[src/jtp_pkg.sv]
// ----------------------------------------------------------------------------
// jtp_pkg
// Shared types and fixed widths of the permutation stepper.
// ----------------------------------------------------------------------------
`default_nettype none

package jtp_pkg;

	localparam int DATA_W = 16;
	localparam int POS_W  = 3;

	typedef enum logic [1:0] {
		ST_IDLE,
		ST_SCAN,
		ST_SWAP,
		ST_EMIT
	} state_t;

	typedef struct packed {
		logic load;
		logic scan_init;
		logic scan;
		logic swap;
		logic emit;
	} cmd_t;

	typedef struct packed {
		logic last_slot;
		logic found;
	} stat_t;

endpackage

`default_nettype wire

[src/johnson_trotter_permuter.sv]
// ----------------------------------------------------------------------------
// johnson_trotter_permuter
// Steps a loaded list through its arrangements in minimal-change order.
// ----------------------------------------------------------------------------
//
//   Channel   Handshake               Payload
//   --------  ----------------------  ---------------------------------------
//   request   start, accepted if !busy mode, value, first
//   result    valid, one-cycle strobe element, position, last, done_res
//
// A load request never raises busy. An advance request over N loaded values
// keeps busy high through a scan of the slots, a swap state and an output pass
// over the N values; with nothing mobile it ends after the swap state. The
// single slot read port is shared by the search and the output stream, so they
// run one after the other. Results follow one per cycle, each registered in
// the cycle after the state that produces it. Reset is asynchronous and active
// low and empties the list. The receiver cannot stall, so results are never held.
//
`default_nettype none

module johnson_trotter_permuter #(
	parameter int MAX_ELEMENTS = 8,
	parameter int VALUE_BITS   = 16
) (
	input  wire logic                        clk,
	input  wire logic                        arst_n,
	input  wire logic                        start,
	output logic                             busy,
	input  wire logic                        mode,
	input  wire logic [jtp_pkg::DATA_W-1:0]  value,
	input  wire logic                        first,
	output logic                             valid,
	output logic      [jtp_pkg::DATA_W-1:0]  element,
	output logic      [jtp_pkg::POS_W-1:0]   position,
	output logic                             last,
	output logic                             done_res
);

	jtp_pkg::cmd_t  cmd;
	jtp_pkg::stat_t stat;

	jtp_ctrl u_ctrl (
		.clk    (clk),
		.arst_n (arst_n),
		.start  (start),
		.mode   (mode),
		.stat   (stat),
		.cmd    (cmd),
		.busy   (busy)
	);

	jtp_datapath #(
		.MAX_ELEMENTS (MAX_ELEMENTS),
		.VALUE_BITS   (VALUE_BITS)
	) u_dp (
		.clk      (clk),
		.arst_n   (arst_n),
		.cmd      (cmd),
		.value    (value),
		.first    (first),
		.stat     (stat),
		.element  (element),
		.position (position),
		.last     (last),
		.done_res (done_res),
		.valid    (valid)
	);

endmodule

`default_nettype wire

[src/jtp_ctrl.sv]
// ----------------------------------------------------------------------------
// jtp_ctrl
// Sequencer: loads in idle; scans, swaps, then streams the arrangement.
// ----------------------------------------------------------------------------
`default_nettype none

module jtp_ctrl (
	input  wire logic          clk,
	input  wire logic          arst_n,
	input  wire logic          start,
	input  wire logic          mode,
	input  wire jtp_pkg::stat_t stat,
	output jtp_pkg::cmd_t      cmd,
	output logic               busy
);

	jtp_pkg::state_t state_q;
	jtp_pkg::state_t state_d;
	logic            accept;

	assign accept = start && (state_q == jtp_pkg::ST_IDLE);

	always_ff @(posedge clk or negedge arst_n) begin
		if (!arst_n) begin
			state_q <= jtp_pkg::ST_IDLE;
		end else begin
			state_q <= state_d;
		end
	end

	always_comb begin
		state_d = state_q;
		case (state_q)
			jtp_pkg::ST_IDLE: begin
				if (accept && mode) begin
					state_d = jtp_pkg::ST_SCAN;
				end
			end
			jtp_pkg::ST_SCAN: begin
				if (stat.last_slot) begin
					state_d = jtp_pkg::ST_SWAP;
				end
			end
			jtp_pkg::ST_SWAP: begin
				// With nothing mobile the done result goes out from this state.
				state_d = stat.found ? jtp_pkg::ST_EMIT : jtp_pkg::ST_IDLE;
			end
			jtp_pkg::ST_EMIT: begin
				if (stat.last_slot) begin
					state_d = jtp_pkg::ST_IDLE;
				end
			end
			default: begin
				state_d = jtp_pkg::ST_IDLE;
			end
		endcase
	end

	always_comb begin
		cmd  = '0;
		busy = 1'b1;
		case (state_q)
			jtp_pkg::ST_IDLE: begin
				busy          = 1'b0;
				cmd.load      = accept && !mode;
				cmd.scan_init = accept && mode;
			end
			jtp_pkg::ST_SCAN: begin
				cmd.scan = 1'b1;
			end
			jtp_pkg::ST_SWAP: begin
				cmd.swap = 1'b1;
			end
			jtp_pkg::ST_EMIT: begin
				cmd.emit = 1'b1;
			end
			default: begin
				busy = 1'b1;
			end
		endcase
	end

endmodule

`default_nettype wire

[src/jtp_datapath.sv]
// ----------------------------------------------------------------------------
// jtp_datapath
// Slot store, mobility cells, largest-mobile search and result registers.
// ----------------------------------------------------------------------------
`default_nettype none

module jtp_datapath #(
	parameter int MAX_ELEMENTS = 8,
	parameter int VALUE_BITS   = 16
) (
	input  wire logic                          clk,
	input  wire logic                          arst_n,
	input  wire jtp_pkg::cmd_t                 cmd,
	input  wire logic [jtp_pkg::DATA_W-1:0]    value,
	input  wire logic                          first,
	output jtp_pkg::stat_t                     stat,
	output logic      [jtp_pkg::DATA_W-1:0]    element,
	output logic      [jtp_pkg::POS_W-1:0]     position,
	output logic                               last,
	output logic                               done_res,
	output logic                               valid
);

	localparam int IdxW = (MAX_ELEMENTS > 1) ? $clog2(MAX_ELEMENTS) : 1;
	localparam int CntW = $clog2(MAX_ELEMENTS + 1);
	localparam int OutW = jtp_pkg::DATA_W;
	localparam int PosW = jtp_pkg::POS_W;

	logic [VALUE_BITS-1:0]   slot_v_q [MAX_ELEMENTS];
	logic [MAX_ELEMENTS-1:0] slot_left_q;
	logic [CntW-1:0]         count_q;
	logic [IdxW-1:0]         idx_q;
	logic                    found_q;
	logic [IdxW-1:0]         best_idx_q;
	logic [VALUE_BITS-1:0]   best_v_q;
	logic                    best_left_q;

	logic [OutW-1:0]         element_q;
	logic [PosW-1:0]         position_q;
	logic                    last_q;
	logic                    done_q;
	logic                    valid_q;

	logic [VALUE_BITS-1:0]   vin;
	logic [CntW-1:0]         base;
	logic                    wr_en;
	logic [VALUE_BITS-1:0]   rd_v;
	logic                    last_slot;
	logic                    rd_gt;
	logic                    do_swap;
	logic [IdxW-1:0]         pair_lo;
	logic [MAX_ELEMENTS-1:0] mobile;

	assign vin       = VALUE_BITS'(value);
	assign base      = first ? '0 : count_q;
	assign wr_en     = cmd.load && (base < CntW'(MAX_ELEMENTS));
	assign rd_v      = slot_v_q[idx_q];
	assign last_slot = (CntW'(idx_q) + CntW'(1)) >= count_q;
	assign rd_gt     = rd_v > best_v_q;
	assign do_swap   = cmd.swap && found_q;
	// Lower slot of the pair being exchanged.
	assign pair_lo   = best_left_q ? (best_idx_q - IdxW'(1)) : best_idx_q;

	assign stat.last_slot = last_slot;
	assign stat.found     = found_q;

	for (genvar i = 0; i < MAX_ELEMENTS; i++) begin : g_slot
		logic                  left_lt;
		logic                  right_lt;
		logic                  take_right;
		logic                  take_left;
		logic [VALUE_BITS-1:0] v_right;
		logic [VALUE_BITS-1:0] v_left;
		logic                  d_right;
		logic                  d_left;

		if (i > 0) begin : g_lo
			assign left_lt   = slot_v_q[i-1] < slot_v_q[i];
			assign take_left = do_swap && (pair_lo == IdxW'(i - 1));
			assign v_left    = slot_v_q[i-1];
			assign d_left    = slot_left_q[i-1];
		end else begin : g_lo_none
			assign left_lt   = 1'b0;
			assign take_left = 1'b0;
			assign v_left    = slot_v_q[i];
			assign d_left    = slot_left_q[i];
		end

		if (i < MAX_ELEMENTS - 1) begin : g_hi
			assign right_lt   = slot_v_q[i+1] < slot_v_q[i];
			assign take_right = do_swap && (pair_lo == IdxW'(i));
			assign v_right    = slot_v_q[i+1];
			assign d_right    = slot_left_q[i+1];
		end else begin : g_hi_none
			assign right_lt   = 1'b0;
			assign take_right = 1'b0;
			assign v_right    = slot_v_q[i];
			assign d_right    = slot_left_q[i];
		end

		// A value is mobile when the loaded neighbour it faces is strictly smaller.
		assign mobile[i] = (CntW'(i) < count_q) &&
			(slot_left_q[i] ? left_lt : ((CntW'(i + 1) < count_q) && right_lt));

		always_ff @(posedge clk) begin
			if (wr_en && (base[IdxW-1:0] == IdxW'(i))) begin
				slot_v_q[i] <= vin;
			end else if (take_right) begin
				slot_v_q[i] <= v_right;
			end else if (take_left) begin
				slot_v_q[i] <= v_left;
			end
		end

		always_ff @(posedge clk or negedge arst_n) begin
			if (!arst_n) begin
				slot_left_q[i] <= 1'b1;
			end else if (cmd.load) begin
				slot_left_q[i] <= 1'b1;
			end else if (take_right) begin
				slot_left_q[i] <= d_right;
			end else if (take_left) begin
				slot_left_q[i] <= d_left;
			end else if (cmd.emit && (idx_q == IdxW'(i)) && rd_gt) begin
				// Values larger than the moved one turn round as they stream out.
				slot_left_q[i] <= !slot_left_q[i];
			end
		end
	end

	always_ff @(posedge clk or negedge arst_n) begin
		if (!arst_n) begin
			count_q <= '0;
			idx_q   <= '0;
			found_q <= 1'b0;
			valid_q <= 1'b0;
		end else begin
			valid_q <= cmd.emit || (cmd.swap && !found_q);
			if (cmd.load) begin
				count_q <= wr_en ? (base + CntW'(1)) : base;
			end
			if (cmd.scan_init) begin
				idx_q   <= '0;
				found_q <= 1'b0;
			end else if (cmd.scan) begin
				idx_q <= idx_q + IdxW'(1);
				if (mobile[idx_q] && (!found_q || rd_gt)) begin
					found_q <= 1'b1;
				end
			end else if (cmd.swap) begin
				idx_q <= '0;
			end else if (cmd.emit) begin
				idx_q <= idx_q + IdxW'(1);
			end
		end
	end

	// Strict compare keeps the lowest position among equal largest values.
	always_ff @(posedge clk) begin
		if (cmd.scan && mobile[idx_q] && (!found_q || rd_gt)) begin
			best_idx_q  <= idx_q;
			best_v_q    <= rd_v;
			best_left_q <= slot_left_q[idx_q];
		end
	end

	always_ff @(posedge clk) begin
		if (cmd.swap && !found_q) begin
			element_q  <= '0;
			position_q <= '0;
			last_q     <= 1'b1;
			done_q     <= 1'b1;
		end else if (cmd.emit) begin
			element_q  <= OutW'(rd_v);
			position_q <= PosW'(idx_q);
			last_q     <= last_slot;
			done_q     <= 1'b0;
		end
	end

	assign element  = element_q;
	assign position = position_q;
	assign last     = last_q;
	assign done_res = done_q;
	assign valid    = valid_q;

endmodule

`default_nettype wire

[config.mk]
export PLATFORM = sky130hd
export DESIGN_NAME = johnson_trotter_permuter
export DESIGN_NICKNAME = d
export VERILOG_FILES = /design/src/jtp_pkg.sv /design/src/johnson_trotter_permuter.sv /design/src/jtp_ctrl.sv /design/src/jtp_datapath.sv
export SDC_FILE = /design/constraint.sdc
export NUM_CORES = 1
export LEC_CHECK = 0
export BUFFER_PORTS_ARGS = -buffer_cell sky130_fd_sc_hd__buf_2
export CAP_MARGIN = 20
export CORE_ASPECT_RATIO = 1.75
export CORE_MARGIN = 1.5
export CORE_UTILIZATION = 25
export DETAILED_ROUTE_END_ITERATION = 10
export PLACE_DENSITY_LB_ADDON = 0.25
export REMOVE_ABC_BUFFERS = 1
export SYNTH_ARGS = -nofsm -noshare
export SYNTH_HDL_FRONTEND = slang
export SYNTH_SLANG_ARGS = --single-unit
[constraint.sdc]
create_clock -name clk -period 6.1 [get_ports clk]
set_input_delay 0.305 -clock clk [delete_from_list [all_inputs] [get_ports clk]]
set_output_delay 0.305 -clock clk [all_outputs]
set_load 0.02 [all_outputs]
==> summary.md, run 1 <==
| Metric | Value |
|---|---|
| Chip Height | `approximately 310 µm` |
| Top_reg_cell synth | `edfxtp_1` |
| Multi-input gate area | `roughly 7200 µm²` |
| CP Buf/Inv Count | `0` |
| PortBufs | `between 40 and 50` |
| Final wirelength | `48300 µm` |
| Worst Setup Start Kind | `register` |
| Avg Inst Size Synth | `between 9 and 10 µm²` |
| Largest net degree at the start of global routing | `63` |
| Max Cap Viol | `0` |
| Antenna-violating nets left | `0` |
| Design Area, Final | `roughly 15000 µm²` |
| First-pass GRT wire length | `about 72000 µm` |
| Initial antenna violation count | `3` |
| P_leak | `about 6.2 nW` |
| Number of buffers created by CTS | `17` |
| Hold Startpoint | `first` |
| TritonCTS clock tree | `built` |
| Slew Viols, Final | `0` |
| Cts hold-fix bufs | `1` |
| Post-place instance area | `roughly 14000 µm²` |
| Post-route clock period utilization | `0.792` |
| Crit path top cell by count | `nand2_1` |
| Area occupied by registers | `between 5000 and 6000 µm²` |
| Ys Warns | `0` |
| Psw | `between 2 and 2.5 mW` |
| Root Driver | `clkbuf_16` |
| Maximum vdd drop | `0.189 mV` |
| Hold Path Class | `input pin to register` |
| Vias | `~11000` |
| Clock skew after layout | `0.0117 ns` |
| EDFF count, synth | `148` |
| GR Layer Usage met2 | `0.341` |
| Post-synth ARST share | `0.101` |
| Overflow after GRT | `0` |
| CTS H-tree lvls | `4` |
| Total Routing Usage GR | `0.182` |
| Post-DP HPWL | `~36000 µm` |
| Starting density of the core | `0.253` |
| Number of global-route vias before repair | `about 11000` |
| Power per cell area | `approximately 350 nW/µm²` |
| # resized after CTS | `0` |
| CTS sink cnt | `188` |
| Clk_lat worst skew | `0.47 ns` |
| Worst reg2reg path depth | `12` |
| Post CTS Setup Buffer Count | `0` |
| NumNets Final | `1585` |
| Synth cell types | `66` |
| First DRT Iteration DRCs | `between 600 and 700` |
| CP Depth | `12` |
| Sequential share of power | `0.375` |
| Max frequency | `0.207 GHz` |
| Relative slew slack | `0.313` |
| Post-synthesis register bit count | `about 190` |
| Status | `complete, no violations` |
| Part of the Yosys area used for sequential elements | `0.403` |
| Comb pwr share | `0.404` |
| Worst Setup End Kind | `register` |
| Min Tclk post-route | `around 4.8 ns` |
| Die area | `between 50000 and 60000 µm²` |
| TritonRoute pass-1 iters | `5` |
| Setup CP Type | `register to register` |
| Crit-path cells | `mux4_2 -> nand2_1 -> nand2_1 -> ha_1 -> nand4_1 -> or2_1 -> nor2_1 -> o21ai_0 -> o211ai_1 -> nand3_1 -> o311ai_0 -> mux2i_1` |
| Core box area | `between 50000 and 60000 µm²` |
| Critical R2R Launch | `u_dp.idx_q[0]` |
| WP data arrival | `around 5.2 ns` |
| CP top delay family | `simple AND/OR/NAND/NOR gates` |
| Cells after Synth | `around 1400` |
| Hold EP | `u_dp.count_q[3]` |
| Chip width | `177 µm` |
| Row cnt | `~110` |
| Final Hold Fails | `0` |
| CP Max Fanout | `24` |
| Clock Path Buffers | `2` |
| Cell Area, Synth | `around 13000 µm²` |
| Worst Setup Slack, final | `1.27 ns` |
| Slowest CP cell | `dfrtp_2` |
| Met1 GRT Util | `0.193` |
| Crit path required time | `around 6.5 ns` |
| Placer Congestion | `approximately 0.95` |
| GR Util met3 | `0.0205` |
| Worst-margin pin slew | `~1.0 ns` |
| FF-to-FF setup slack | `1.27 ns` |
| Io pins | `between 40 and 50` |
| Setup TNS | `0 ns` |
| Area Overhead vs Synth | `11.5%` |
| CP peak stage delay | `roughly 0.85 ns` |
| Via density | `approximately 5.2` |
| DRC Markers | `0` |
| Switching share of power | `0.415` |
| Total power | `between 5 and 6 mW` |
| Fin util | `0.282` |
| Setup Slack @ Placement | `around 1.2 ns` |
| Antenna cell count | `0` |
| Final setup violating endpoints | `0` |
| Most Crowded Layer GR | `met2` |
| Hold path cells | `2` |
| Unrepaired setup endpoints after global routing | `no` |
| Clock power frac | `0.221` |
| CTS clock-pin slew for the worst setup and hold paths | `~0.080 ns` |
| DR WL/cell | `~23 µm` |
| Final-layout fill cell count | `5596` |
| Int Power | `about 3.0 mW` |
| R2R Path End | `u_dp.g_slot[5].d_right` |
| Share of layout cells above drive strength 1 | `0.120` |
[placed cells by master (no fill, tap or decap), types with 30 or more instances in the layout]
cell	instances
nand2_1	249
edfxtp_1	148
ha_1	145
inv_1	118
nor2_1	110
a21oi_1	101
o21ai_0	69
a31oi_1	49
buf_2	43
mux2i_1	37
mux4_2	34
nand4_1	30
[final cells by class]
class	instances	share of cell area
Multi-Input combinational cell	1028	0.485
Sequential cell	188	0.361
Tap cell	678	0.0573
Clock buffer	20	0.0330
Inverter	117	0.0296
Timing Repair Buffer	67	0.0282
Clock inverter	12	0.00540
[per-layer routing]
layer | part of all wire | vias to the layer above
met5 | 0.00072 | -
met4 | 0.057 | 6
met3 | 0.035 | 105
li1 | - | 5117
met2 | 0.54 | 322
met1 | 0.37 | 5424
[power by group through the flow]
stage          logic (mW)  clock network (mW)  registers, mW
2_1_floorplan        1.25                   0           1.99
3_3_place_gp         2.06                   0           1.98
3_5_place_dp         2.09                   0           1.98
4_1_cts              2.10                1.18           1.95
5_1_grt              2.31                1.21           1.98
6_report             2.10                1.15           1.95
[stage by stage]
stage / instances / hold WS [ns]
after floorplan: 1333 / 0.00941
after global placement: 2076 / 0.310
after detailed placement: 2076 / 0.312
after CTS: 2109 / 0.0552
after global routing: 2110 / 0.0766
final: 2110 / 0.0738
[state kept, by name, summed over array words and instances (netlist names)]
signal	flops
u_dp.g_slot.d_right	7
u_dp.count_q	4
u_dp.g_slot.d_left	1
u_dp.found_q	1
u_dp.valid	1
u_ctrl.state_q	2
u_dp.done_res	1
u_dp.best_left_q	1
u_dp.idx_q	3
u_dp.best_v_q	16
u_dp.element	16
u_dp.best_idx_q	3
u_dp.last	1
u_dp.position	3
u_dp.slot_v_q	128
[Yosys cell counts, types with 3 or more instances]
| library cell | count | area (µm²) |
|---|---|---|
| o211ai_1 | 8 | 60.1 |
| buf_2 | 9 | 45.0 |
| and2_1 | 3 | 18.8 |
| nor3_1 | 19 | 95.1 |
| or3_1 | 6 | 37.5 |
| or4_1 | 3 | 22.5 |
| a21oi_1 | 101 | 505 |
| nand3_1 | 24 | 120 |
| a211oi_1 | 8 | 60.1 |
| nand4_1 | 30 | 188 |
| o21ai_0 | 70 | 350 |
| mux2i_1 | 37 | 370 |
| dfstp_2 | 8 | 210 |
| clkbuf_1 | 54 | 203 |
| nand2_1 | 249 | 935 |
| nor2_1 | 113 | 424 |
| a21boi_0 | 3 | 22.5 |
| edfxtp_1 | 148 | 4440 |
| nor4_1 | 11 | 68.8 |
| a22o_1 | 15 | 131 |
| a21o_1 | 18 | 135 |
| nand2b_1 | 6 | 37.5 |
| nor4b_1 | 4 | 35.0 |
| mux2_2 | 17 | 191 |
| a31oi_1 | 49 | 307 |
| mux4_2 | 34 | 766 |
| inv_1 | 117 | 439 |
| dfxtp_1 | 21 | 420 |
| dfrtp_1 | 11 | 275 |
| and4_1 | 4 | 35.0 |
| o21a_1 | 4 | 30.0 |
| nor2b_1 | 9 | 56.3 |
| and3_1 | 4 | 25.0 |
| ha_1 | 145 | 1810 |
| buf_1 | 20 | 75.1 |
[worst reg2reg max path, cell delays in order, from the launching register on]
cell,delay [ns]
dfrtp_2,0.85
mux4_2,0.64
nand2_1,0.09
nand2_1,0.14
ha_1,0.35
nand4_1,0.29
or2_1,0.34
nor2_1,0.17
o21ai_0,0.11
o211ai_1,0.47
nand3_1,0.54
o311ai_0,0.56
mux2i_1,0.23
[cells by family after synthesis]
kind of cell	count (synthesis)	share of synthesized area
xor gates and xnor gates	3	0.00198
adders and majority gates	145	0.137
and+or+nand+nor	495	0.165
AOI/OAI and AO/OA	297	0.134
DFF	188	0.403
buffers and inverters	203	0.0596
muxes	88	0.0999
[how the worst max path moves through the flow]
stage	slack, ns	from	end
global placement	1.28	u_dp.idx_q[0]	u_dp.best_v_q[1]
detailed placement	1.19	u_dp.idx_q[0]	u_dp.best_v_q[1]
finish	1.27	u_dp.idx_q[0]	u_dp.g_slot[5].d_right
CTS	1.18	u_dp.idx_q[0]	u_dp.best_v_q[1]
floorplan	0.37	u_dp.best_left_q	u_dp.slot_v_q[0][0]
global route	0.91	u_dp.idx_q[0]	u_dp.g_slot[5].d_right
Note: power is estimated with default switching activity, not from simulation.
==> run 2, diff against run 1 <==
ABC_AREA = 1   (was unset)
clock period = 4.7 ns   (was 6.1 ns; I/O delays follow)
==> run 2 against run 1 <==
Via count rose by 8.7%. Die area increased by 0.50%. Largest power group is now registers. Critical path type unchanged. Clock skew increased by 0.0049 ns. Combinational power decreased by 95%. Non-clock buffer count rose by 2. Largest cell class unchanged.
==> summary.md, run 2 <==
| Metric | Value |
|---|---|
| Hold EP | `u_ctrl.state_q[0]` |
| Worst Setup Start Kind | `register` |
| Initial antenna violation count | `0 (-3)` |
| Relative slew slack | `0.283 (-0.0296)` |
| Area Overhead vs Synth | `11.8%` |
| CP Buf/Inv Count | `5 (+5)` |
| Setup CP Type | `register to register` |
| Final setup violating endpoints | `0 (unchanged)` |
| Crit-path cells | `inv_2 -> buf_4 -> a21oi_1 -> o21ai_0 -> a31oi_1 -> ha_1 -> nand4_1 -> nor3_1 -> buf_4 -> nand2_1 -> nand2_1 -> nand2_1 -> a21oi_1 -> nand2_1 -> inv_1 -> buf_4` |
| R2R Path End | `u_dp.best_v_q[5]` |
| Yosys top cell area share | `0.333 (-0.00169)` |
| Vias | `11900 (+8.7%)` |
| FF-to-FF setup slack | `0.70 ns (-0.57 ns)` |
| Hold slack final | `0.114 ns (+0.0400 ns)` |
| Post CTS Setup Buffer Count | `0 (unchanged)` |
| Area leader, netlist | `edfxtp_1` |
| EDFF count, synth | `148 (unchanged)` |
| First DRT Iteration DRCs | `988 (+56%)` |
| First-pass GRT wire length | `72700 µm (+0.69%)` |
| WP data arrival | `4.13 ns (-1.11 ns)` |
| Starting density of the core | `0.254 (+0.000616)` |
| Critical R2R Launch | `u_dp.idx_q[0]` |
| CP peak stage delay | `0.54 ns (-0.31 ns)` |
| Status | `complete, no violations` |
| Cell Area, Synth | `13400 µm² (+0.51%)` |
| Unrepaired setup endpoints after global routing | `no` |
| Clock Path Buffers | `2 (unchanged)` |
| PortBufs | `43 (unchanged)` |
| Io pins | `44 (unchanged)` |
| Maximum vdd drop | `0.253 mV (+34%)` |
| Dpl cells | `2338 (+13%)` |
| Design Area, Final | `14900 µm² (+0.76%)` |
| Part of the Yosys area used for sequential elements | `0.401 (-0.00204)` |
| Placer Congestion | `0.879 (-7.0%)` |
| Number of buffers created by CTS | `17 (unchanged)` |
| Root Driver | `clkbuf_16` |
| Avg Inst Size Synth | `8.01 µm² (-14%)` |
| CTS H-tree lvls | `4 (unchanged)` |
| NumNets Final | `1847 (+17%)` |
| Row cnt | `111 (unchanged)` |
| Overflow after GRT | `0 (unchanged)` |
| Post-route clock period utilization | `0.851 (+0.0591)` |
| DR WL/cell | `20.2 µm (-12%)` |
| Worst setup path start | `u_dp.idx_q[0]` |
| Most instantiated cells after synthesis | `279 x nand2_1, 226 x a21oi_1, 221 x inv_1, 193 x o21ai_0, 148 x edfxtp_1` |
| Synth cell types | `44 (-33%)` |
| Worst-margin pin slew | `1.07 ns (+0.0456 ns)` |
| Die area | `54900 µm² (+0.50%)` |
| Commonest non-fill, non-tap cells in the layout | `279 x nand2_1, 226 x a21oi_1, 220 x inv_1` |
| Worst Setup End Kind | `register` |
| Max Cap Viol | `0 (unchanged)` |
| Slew Viols, Final | `0 (unchanged)` |
| Power per cell area | `224 nW/µm² (-36%)` |
| Hold path cells | `3 (+1)` |
| Most numerous cell in the Yosys netlist | `nand2_1` |
| Clk_lat worst skew | `0.47 ns (about the same)` |
| TritonRoute pass-1 iters | `5 (unchanged)` |
| Hold Startpoint | `start` |
| Setup TNS | `0 ns (unchanged)` |
| CTS sink cnt | `188 (unchanged)` |
| Chip width | `178 µm (+0.25%)` |
| Total Routing Usage GR | `0.177 (-0.00479)` |
| Max reg flops | `128 (unchanged)` |
| Largest Register | `u_dp.slot_v_q` |
| Core box area | `52600 µm² (+0.26%)` |
| Slowest CP cell | `buf_4` |
| Final wirelength | `47900 µm (-0.97%)` |
| Crit path required time | `4.83 ns (-1.67 ns)` |
| Antenna-violating nets left | `0 (unchanged)` |
| Clock skew after layout | `0.0165 ns (+0.00488 ns)` |
| CP Max Fanout | `45 (+88%)` |
| Commonest non-fill, non-tap cell in the layout | `nand2_1` |
| Layout Cells excl Fill | `2372 (+12%)` |
| Hold Path Class | `input pin to register` |
| Cells after Synth | `1667 (+17%)` |
| Cells taking the most area after synthesis | `edfxtp_1 33%, ha_1 14%, a21oi_1 8.5%, nand2_1 7.8%, o21ai_0 7.2%` |
| Antenna cell count | `0 (unchanged)` |
| Crit path top cell by count | `nand2_1` |
| Number of global-route vias before repair | `11800 (+7.0%)` |
| CP top delay family | `buffers and inverters` |
| Chip Height | `309 µm (+0.25%)` |
| Post-synthesis register bit count | `188 (unchanged)` |
| Min Tclk post-route | `4.00 ns (-0.832 ns)` |
| P_leak | `6.74 nW (+8.6%)` |
| Post-synth ARST share | `0.101 (unchanged)` |
| Final Hold Fails | `0 (unchanged)` |
| Post-place instance area | `14300 µm² (+0.86%)` |
| Final-layout fill cell count | `5654 (+1.0%)` |
| Ys Warns | `0 (unchanged)` |
| Max frequency | `0.250 GHz (+21%)` |
| Worst reg2reg path depth | `16 (+4)` |
| Share of layout cells above drive strength 1 | `0.0862 (-0.0339)` |
| Top_reg_cell synth | `edfxtp_1` |
| Largest net degree at the start of global routing | `76 (+21%)` |
| Post-DP HPWL | `35500 µm (-2.0%)` |
| TritonCTS clock tree | `built` |
| Via density | `5.03 (-3.3%)` |
| DRC Markers | `0 (unchanged)` |
| CTS clock-pin slew for the worst setup and hold paths | `0.07 ns (about the same)` |
-- run 2: kinds of logic after synthesis --
family | after synthesis | share of synthesized area
XOR/XNOR | 2 | 0.00187
AND/OR/NAND/NOR | 470 | 0.144
adder cells (fa/ha/maj) | 145 | 0.136
flip-flops | 188 | 0.401
AO/OA/AOI/OAI | 554 | 0.227
buffers and inverters | 308 | 0.0906
-- run 2: stage by stage --
stage / total power [mW] / utilization / worst slack (ns)
finish: 3.35 / 0.284 / 0.699
global route: 3.45 / 0.284 / 0.319
floorplan: 1.88 / - / -0.156
CTS: 3.38 / 0.283 / 0.663
detailed placement: 1.92 / 0.272 / 0.676
global placement: 1.92 / 0.272 / 0.681
-- run 2: layout make-up --
cell class	count	area, µm²	share of cell area
clock buffers	19	453	0.0303
repair buffers	69	465	0.0312
flip-flops and latches	188	5350	0.358
multi-input cells	1171	6820	0.457
clock inverters	13	106	0.00712
inverters	234	881	0.0590
well taps	678	848	0.0568
-- run 2: metal layers --
layer,vias to the layer above,track usage,routed length [µm]
li1,5755,-,-
met1,5741,0.211,19500
met2,359,0.317,24600
met3,77,0.0209,1950
met4,0,0.0774,1780
met5,-,0,0
-- run 2: how the worst max path moves through the flow --
stage,end,slack [ns],depth (start not counted)
floorplan,u_dp.best_idx_q[0],-0.16,19
global placement,u_dp.best_v_q[13],0.68,17
detailed placement,u_dp.best_v_q[12],0.68,17
CTS,u_dp.best_v_q[5],0.66,17
global route,u_dp.best_v_q[5],0.32,17
finish,u_dp.best_v_q[5],0.70,16
-- run 2: tightest hold or removal path: cells and delay by family --
family / cells / cell delay, ns
and+or+nand+nor: 2 / 0.21
buffers and inverters: 1 / 0.09
-- run 2: where the power goes --
group | internal, mW | switching [mW]
registers | 1.79 | 0
logic | 0.0363 | 0.0616
clock network | 0.719 | 0.747
-- run 2: what timing repair did --
item,4_1_cts,5_1_grt
hold buffers,1,0
gates resized for setup,0,0
hold endpoints to repair,11,0
endpoints found under the setup margin,0,0
==> run 3, diff against run 2 <==
HOLD_SLACK_MARGIN = 0.1   (was unset)
SYNTH_HIERARCHICAL = 1   (was unset)
==> run 3 against run 2 <==
Die area grew 4.6%. Sequential share of layout area fell by 1.2 points. Clock skew about the same. Utilization shrank 0.34 points. Highest routed layer is now met5.
==> summary.md, run 3 <==
| Metric | Value |
|---|---|
| Top_reg_cell synth | `edfxtp_1` |
| Design Area, Final | `15500 µm² (+3.6%)` |
| PortBufs | `43 (unchanged)` |
| Post-place instance area | `14800 µm² (+3.6%)` |
| Root Driver | `clkbuf_16` |
| Crit path required time | `5.09 ns (+0.26 ns)` |
| Max reg flops | `128 (unchanged)` |
| Crit-path cells | `inv_2 -> a21oi_1 -> a221oi_1 -> a31oi_1 -> ha_1 -> nand2_1 -> nor4_1 -> o31ai_1 -> a21boi_0 -> nand3_1 -> nand3_1 -> nand2_1 -> o21ai_0` |
| Part of the Yosys area used for sequential elements | `0.383 (-0.0179)` |
| Most numerous cell in the Yosys netlist | `nand2_1` |
| Hold EP | `u_ctrl/state_q[0]` |
| Worst Setup End Kind | `register` |
| Most instantiated cells after synthesis | `397 x nand2_1, 240 x inv_1, 148 x edfxtp_1, 145 x ha_1, 141 x o21ai_0` |
| CP peak stage delay | `0.66 ns (+0.12 ns)` |
| First DRT Iteration DRCs | `803 (-19%)` |
| Yosys top cell area share | `0.318 (-0.0149)` |
| Number of buffers created by CTS | `17 (unchanged)` |
| Core box area | `55200 µm² (+4.9%)` |
| Worst Setup Start Kind | `register` |
| Cell Area, Synth | `14000 µm² (+4.7%)` |
| CTS clock-pin slew for the worst setup and hold paths | `0.08 ns (about the same)` |
| Slew Viols, Final | `0 (unchanged)` |
| NumNets Final | `1919 (+3.9%)` |
| Final Hold Fails | `0 (unchanged)` |
| GR Layer Usage met2 | `0.381 (+0.0635)` |
| Initial antenna violation count | `2 (+2)` |
| Area Overhead vs Synth | `10.6%` |
| WP data arrival | `4.46 ns (+0.33 ns)` |
| Clk_lat worst skew | `0.48 ns (about the same)` |
| EDFF count, synth | `148 (unchanged)` |
| Slowest CP cell | `a21boi_0` |
| Hold Path Class | `input pin to register` |
| Max frequency | `0.245 GHz (-1.8%)` |
| Largest net degree at the start of global routing | `51 (-33%)` |
| Share of layout cells above drive strength 1 | `0.105 (+0.0186)` |
| Post-synth ARST share | `0.101 (unchanged)` |
| Overflow after GRT | `0 (unchanged)` |
| Avg Inst Size Synth | `8.01 µm² (about the same)` |
| Relative slew slack | `0.384 (+0.101)` |
| Power per cell area | `227 nW/µm² (+1.1%)` |
| TritonCTS clock tree | `built` |
| CTS H-tree lvls | `4 (unchanged)` |
| Io pins | `44 (unchanged)` |
| Hold path cells | `3 (unchanged)` |
| Most Crowded Layer GR | `met2` |
| Commonest non-fill, non-tap cells in the layout | `397 x nand2_1, 239 x inv_1, 148 x edfxtp_1` |
| Via density | `5.00 (-0.68%)` |
| TritonRoute pass-1 iters | `5 (unchanged)` |
| Met1 GRT Util | `0.175 (-0.0359)` |
| Worst reg2reg path depth | `13 (-3)` |
| Final wirelength | `55500 µm (+16%)` |
| Setup CP Type | `register to register` |
| Final setup violating endpoints | `0 (unchanged)` |
| Cts hold-fix bufs | `1 (unchanged)` |
| Starting density of the core | `0.253 (-0.000453)` |
| Chip width | `182 µm (+2.3%)` |
| Clock Path Buffers | `2 (unchanged)` |
| Max Cap Viol | `0 (unchanged)` |
| Area leader, netlist | `edfxtp_1` |
| Row cnt | `114 (+2.7%)` |
| DRC Markers | `0 (unchanged)` |
| GR Util met3 | `0.0215 (+0.000644)` |
| Total Routing Usage GR | `0.196 (+0.0187)` |
| Largest Register | `u_dp/slot_v_q` |
| FF-to-FF setup slack | `0.62 ns (-0.07 ns)` |
| Worst-margin pin slew | `0.922 ns (-0.153 ns)` |
| Cells after Synth | `1745 (+4.7%)` |
| Post-synthesis register bit count | `188 (unchanged)` |
| R2R Path End | `u_dp/g_slot[6].d_right` |
| Post-DP HPWL | `43500 µm (+23%)` |
| Hold Startpoint | `mode` |
| Min Tclk post-route | `4.08 ns (+0.0738 ns)` |
| CP Buf/Inv Count | `1 (-4)` |
| Vias | `12300 (+3.1%)` |
| Antenna cell count | `0 (unchanged)` |
| Post-route clock period utilization | `0.867 (+0.0157)` |
| Maximum vdd drop | `0.152 mV (-40%)` |
| Fin util | `0.280 (-0.00345)` |
| # resized after CTS | `0 (unchanged)` |
| Unrepaired setup endpoints after global routing | `no` |
| CP Max Fanout | `36 (-20%)` |
| Placer Congestion | `0.940 (+6.9%)` |
| CP top delay family | `compound AO/OA/AOI/OAI gates` |
| Ys Warns | `6 (+6)` |
| Antenna-violating nets left | `0 (unchanged)` |
| Die area | `57400 µm² (+4.6%)` |
| Cells taking the most area after synthesis | `edfxtp_1 32%, ha_1 13%, nand2_1 11%, inv_1 6.4%, o21ai_0 5.0%` |
| Status | `complete, no violations` |
| Number of global-route vias before repair | `12500 (+5.9%)` |
| Post CTS Setup Buffer Count | `0 (unchanged)` |
| Chip Height | `316 µm (+2.3%)` |
| Synth cell types | `49 (+11%)` |
| Commonest non-fill, non-tap cell in the layout | `nand2_1` |
| First-pass GRT wire length | `80500 µm (+11%)` |
| CTS sink cnt | `188 (unchanged)` |
| Clock skew after layout | `0.0168 ns (+0.000219 ns)` |
| P_leak | `6.99 nW (+3.6%)` |
| DR WL/cell | `22.5 µm (+12%)` |
| Critical R2R Launch | `u_dp/idx_q[0]` |
## run 3: power by group
part	total, mW	internal (mW)	switching (mW)	leakage [nW]
Combinational	0.121	0.0441	0.0773	4.99
Sequential	1.79	1.79	0	1.71
Clock	1.60	0.851	0.751	0.288
## run 3: routing by layer
| metal | up-vias | wire, µm | share of wire |
|---|---|---|---|
| met5 | - | 21 | 0.00038 |
| li1 | 5994 | - | - |
| met4 | 4 | 5510 | 0.099 |
| met2 | 324 | 30300 | 0.55 |
| met3 | 162 | 1420 | 0.026 |
| met1 | 5816 | 18200 | 0.33 |
## run 3: per-stage QoR
step	worst slack, ns	power, mW	cells	hold WS [ns]	setup TNS [ns]
global placement	0.821	1.94	2429	0.274	0
finish	0.625	3.51	2462	0.161	0
detailed placement	0.783	1.95	2429	0.270	0
floorplan	-0.395	1.89	1668	-0.0606	-7.90
CTS	0.739	3.55	2462	0.149	0
global route	0.341	3.60	2462	0.178	0
## run 3: area by class of cell
cell class | count | area, µm²
fill | 5971 | 39700
multi-input combinational | 1220 | 7240
sequential | 188 | 5350
inverter | 260 | 983
tap | 696 | 871
clock buffer | 18 | 429
timing repair buffer | 66 | 403
clock inverter | 14 | 184
## run 3: worst max path at each step
stage                  startpoint                endpoint  slack [ns]  cells after the start
detailed placement  u_dp/idx_q[0]  u_dp/g_slot[6].d_right        0.78                     13
global placement    u_dp/idx_q[0]  u_dp/g_slot[6].d_right        0.82                     13
finish              u_dp/idx_q[0]  u_dp/g_slot[6].d_right        0.62                     13
CTS                 u_dp/idx_q[0]  u_dp/g_slot[6].d_right        0.74                     13
global route        u_dp/idx_q[0]  u_dp/g_slot[6].d_right        0.34                     13
floorplan           u_dp/idx_q[0]      u_dp/best_idx_q[0]       -0.40                     14
## run 3: cells by family (layout without fill, tap and decap cells)
| logic type | count (synthesis) | count (layout) | synth area share |
|---|---|---|---|
| and+or+nand+nor | 577 | 577 | 0.177 |
| DFF | 188 | 188 | 0.383 |
| AOI/OAI and AO/OA | 497 | 497 | 0.210 |
| buffers and inverters | 337 | 358 | 0.0994 |
| adders and majority gates | 145 | 145 | 0.130 |
| xor gates and xnor gates | 1 | 1 | 0.00116 |
## run 3: worst min-delay path: stages
cell,delay (ns)
buf_2,0.10
nand3_1,0.16
nand3_1,0.09
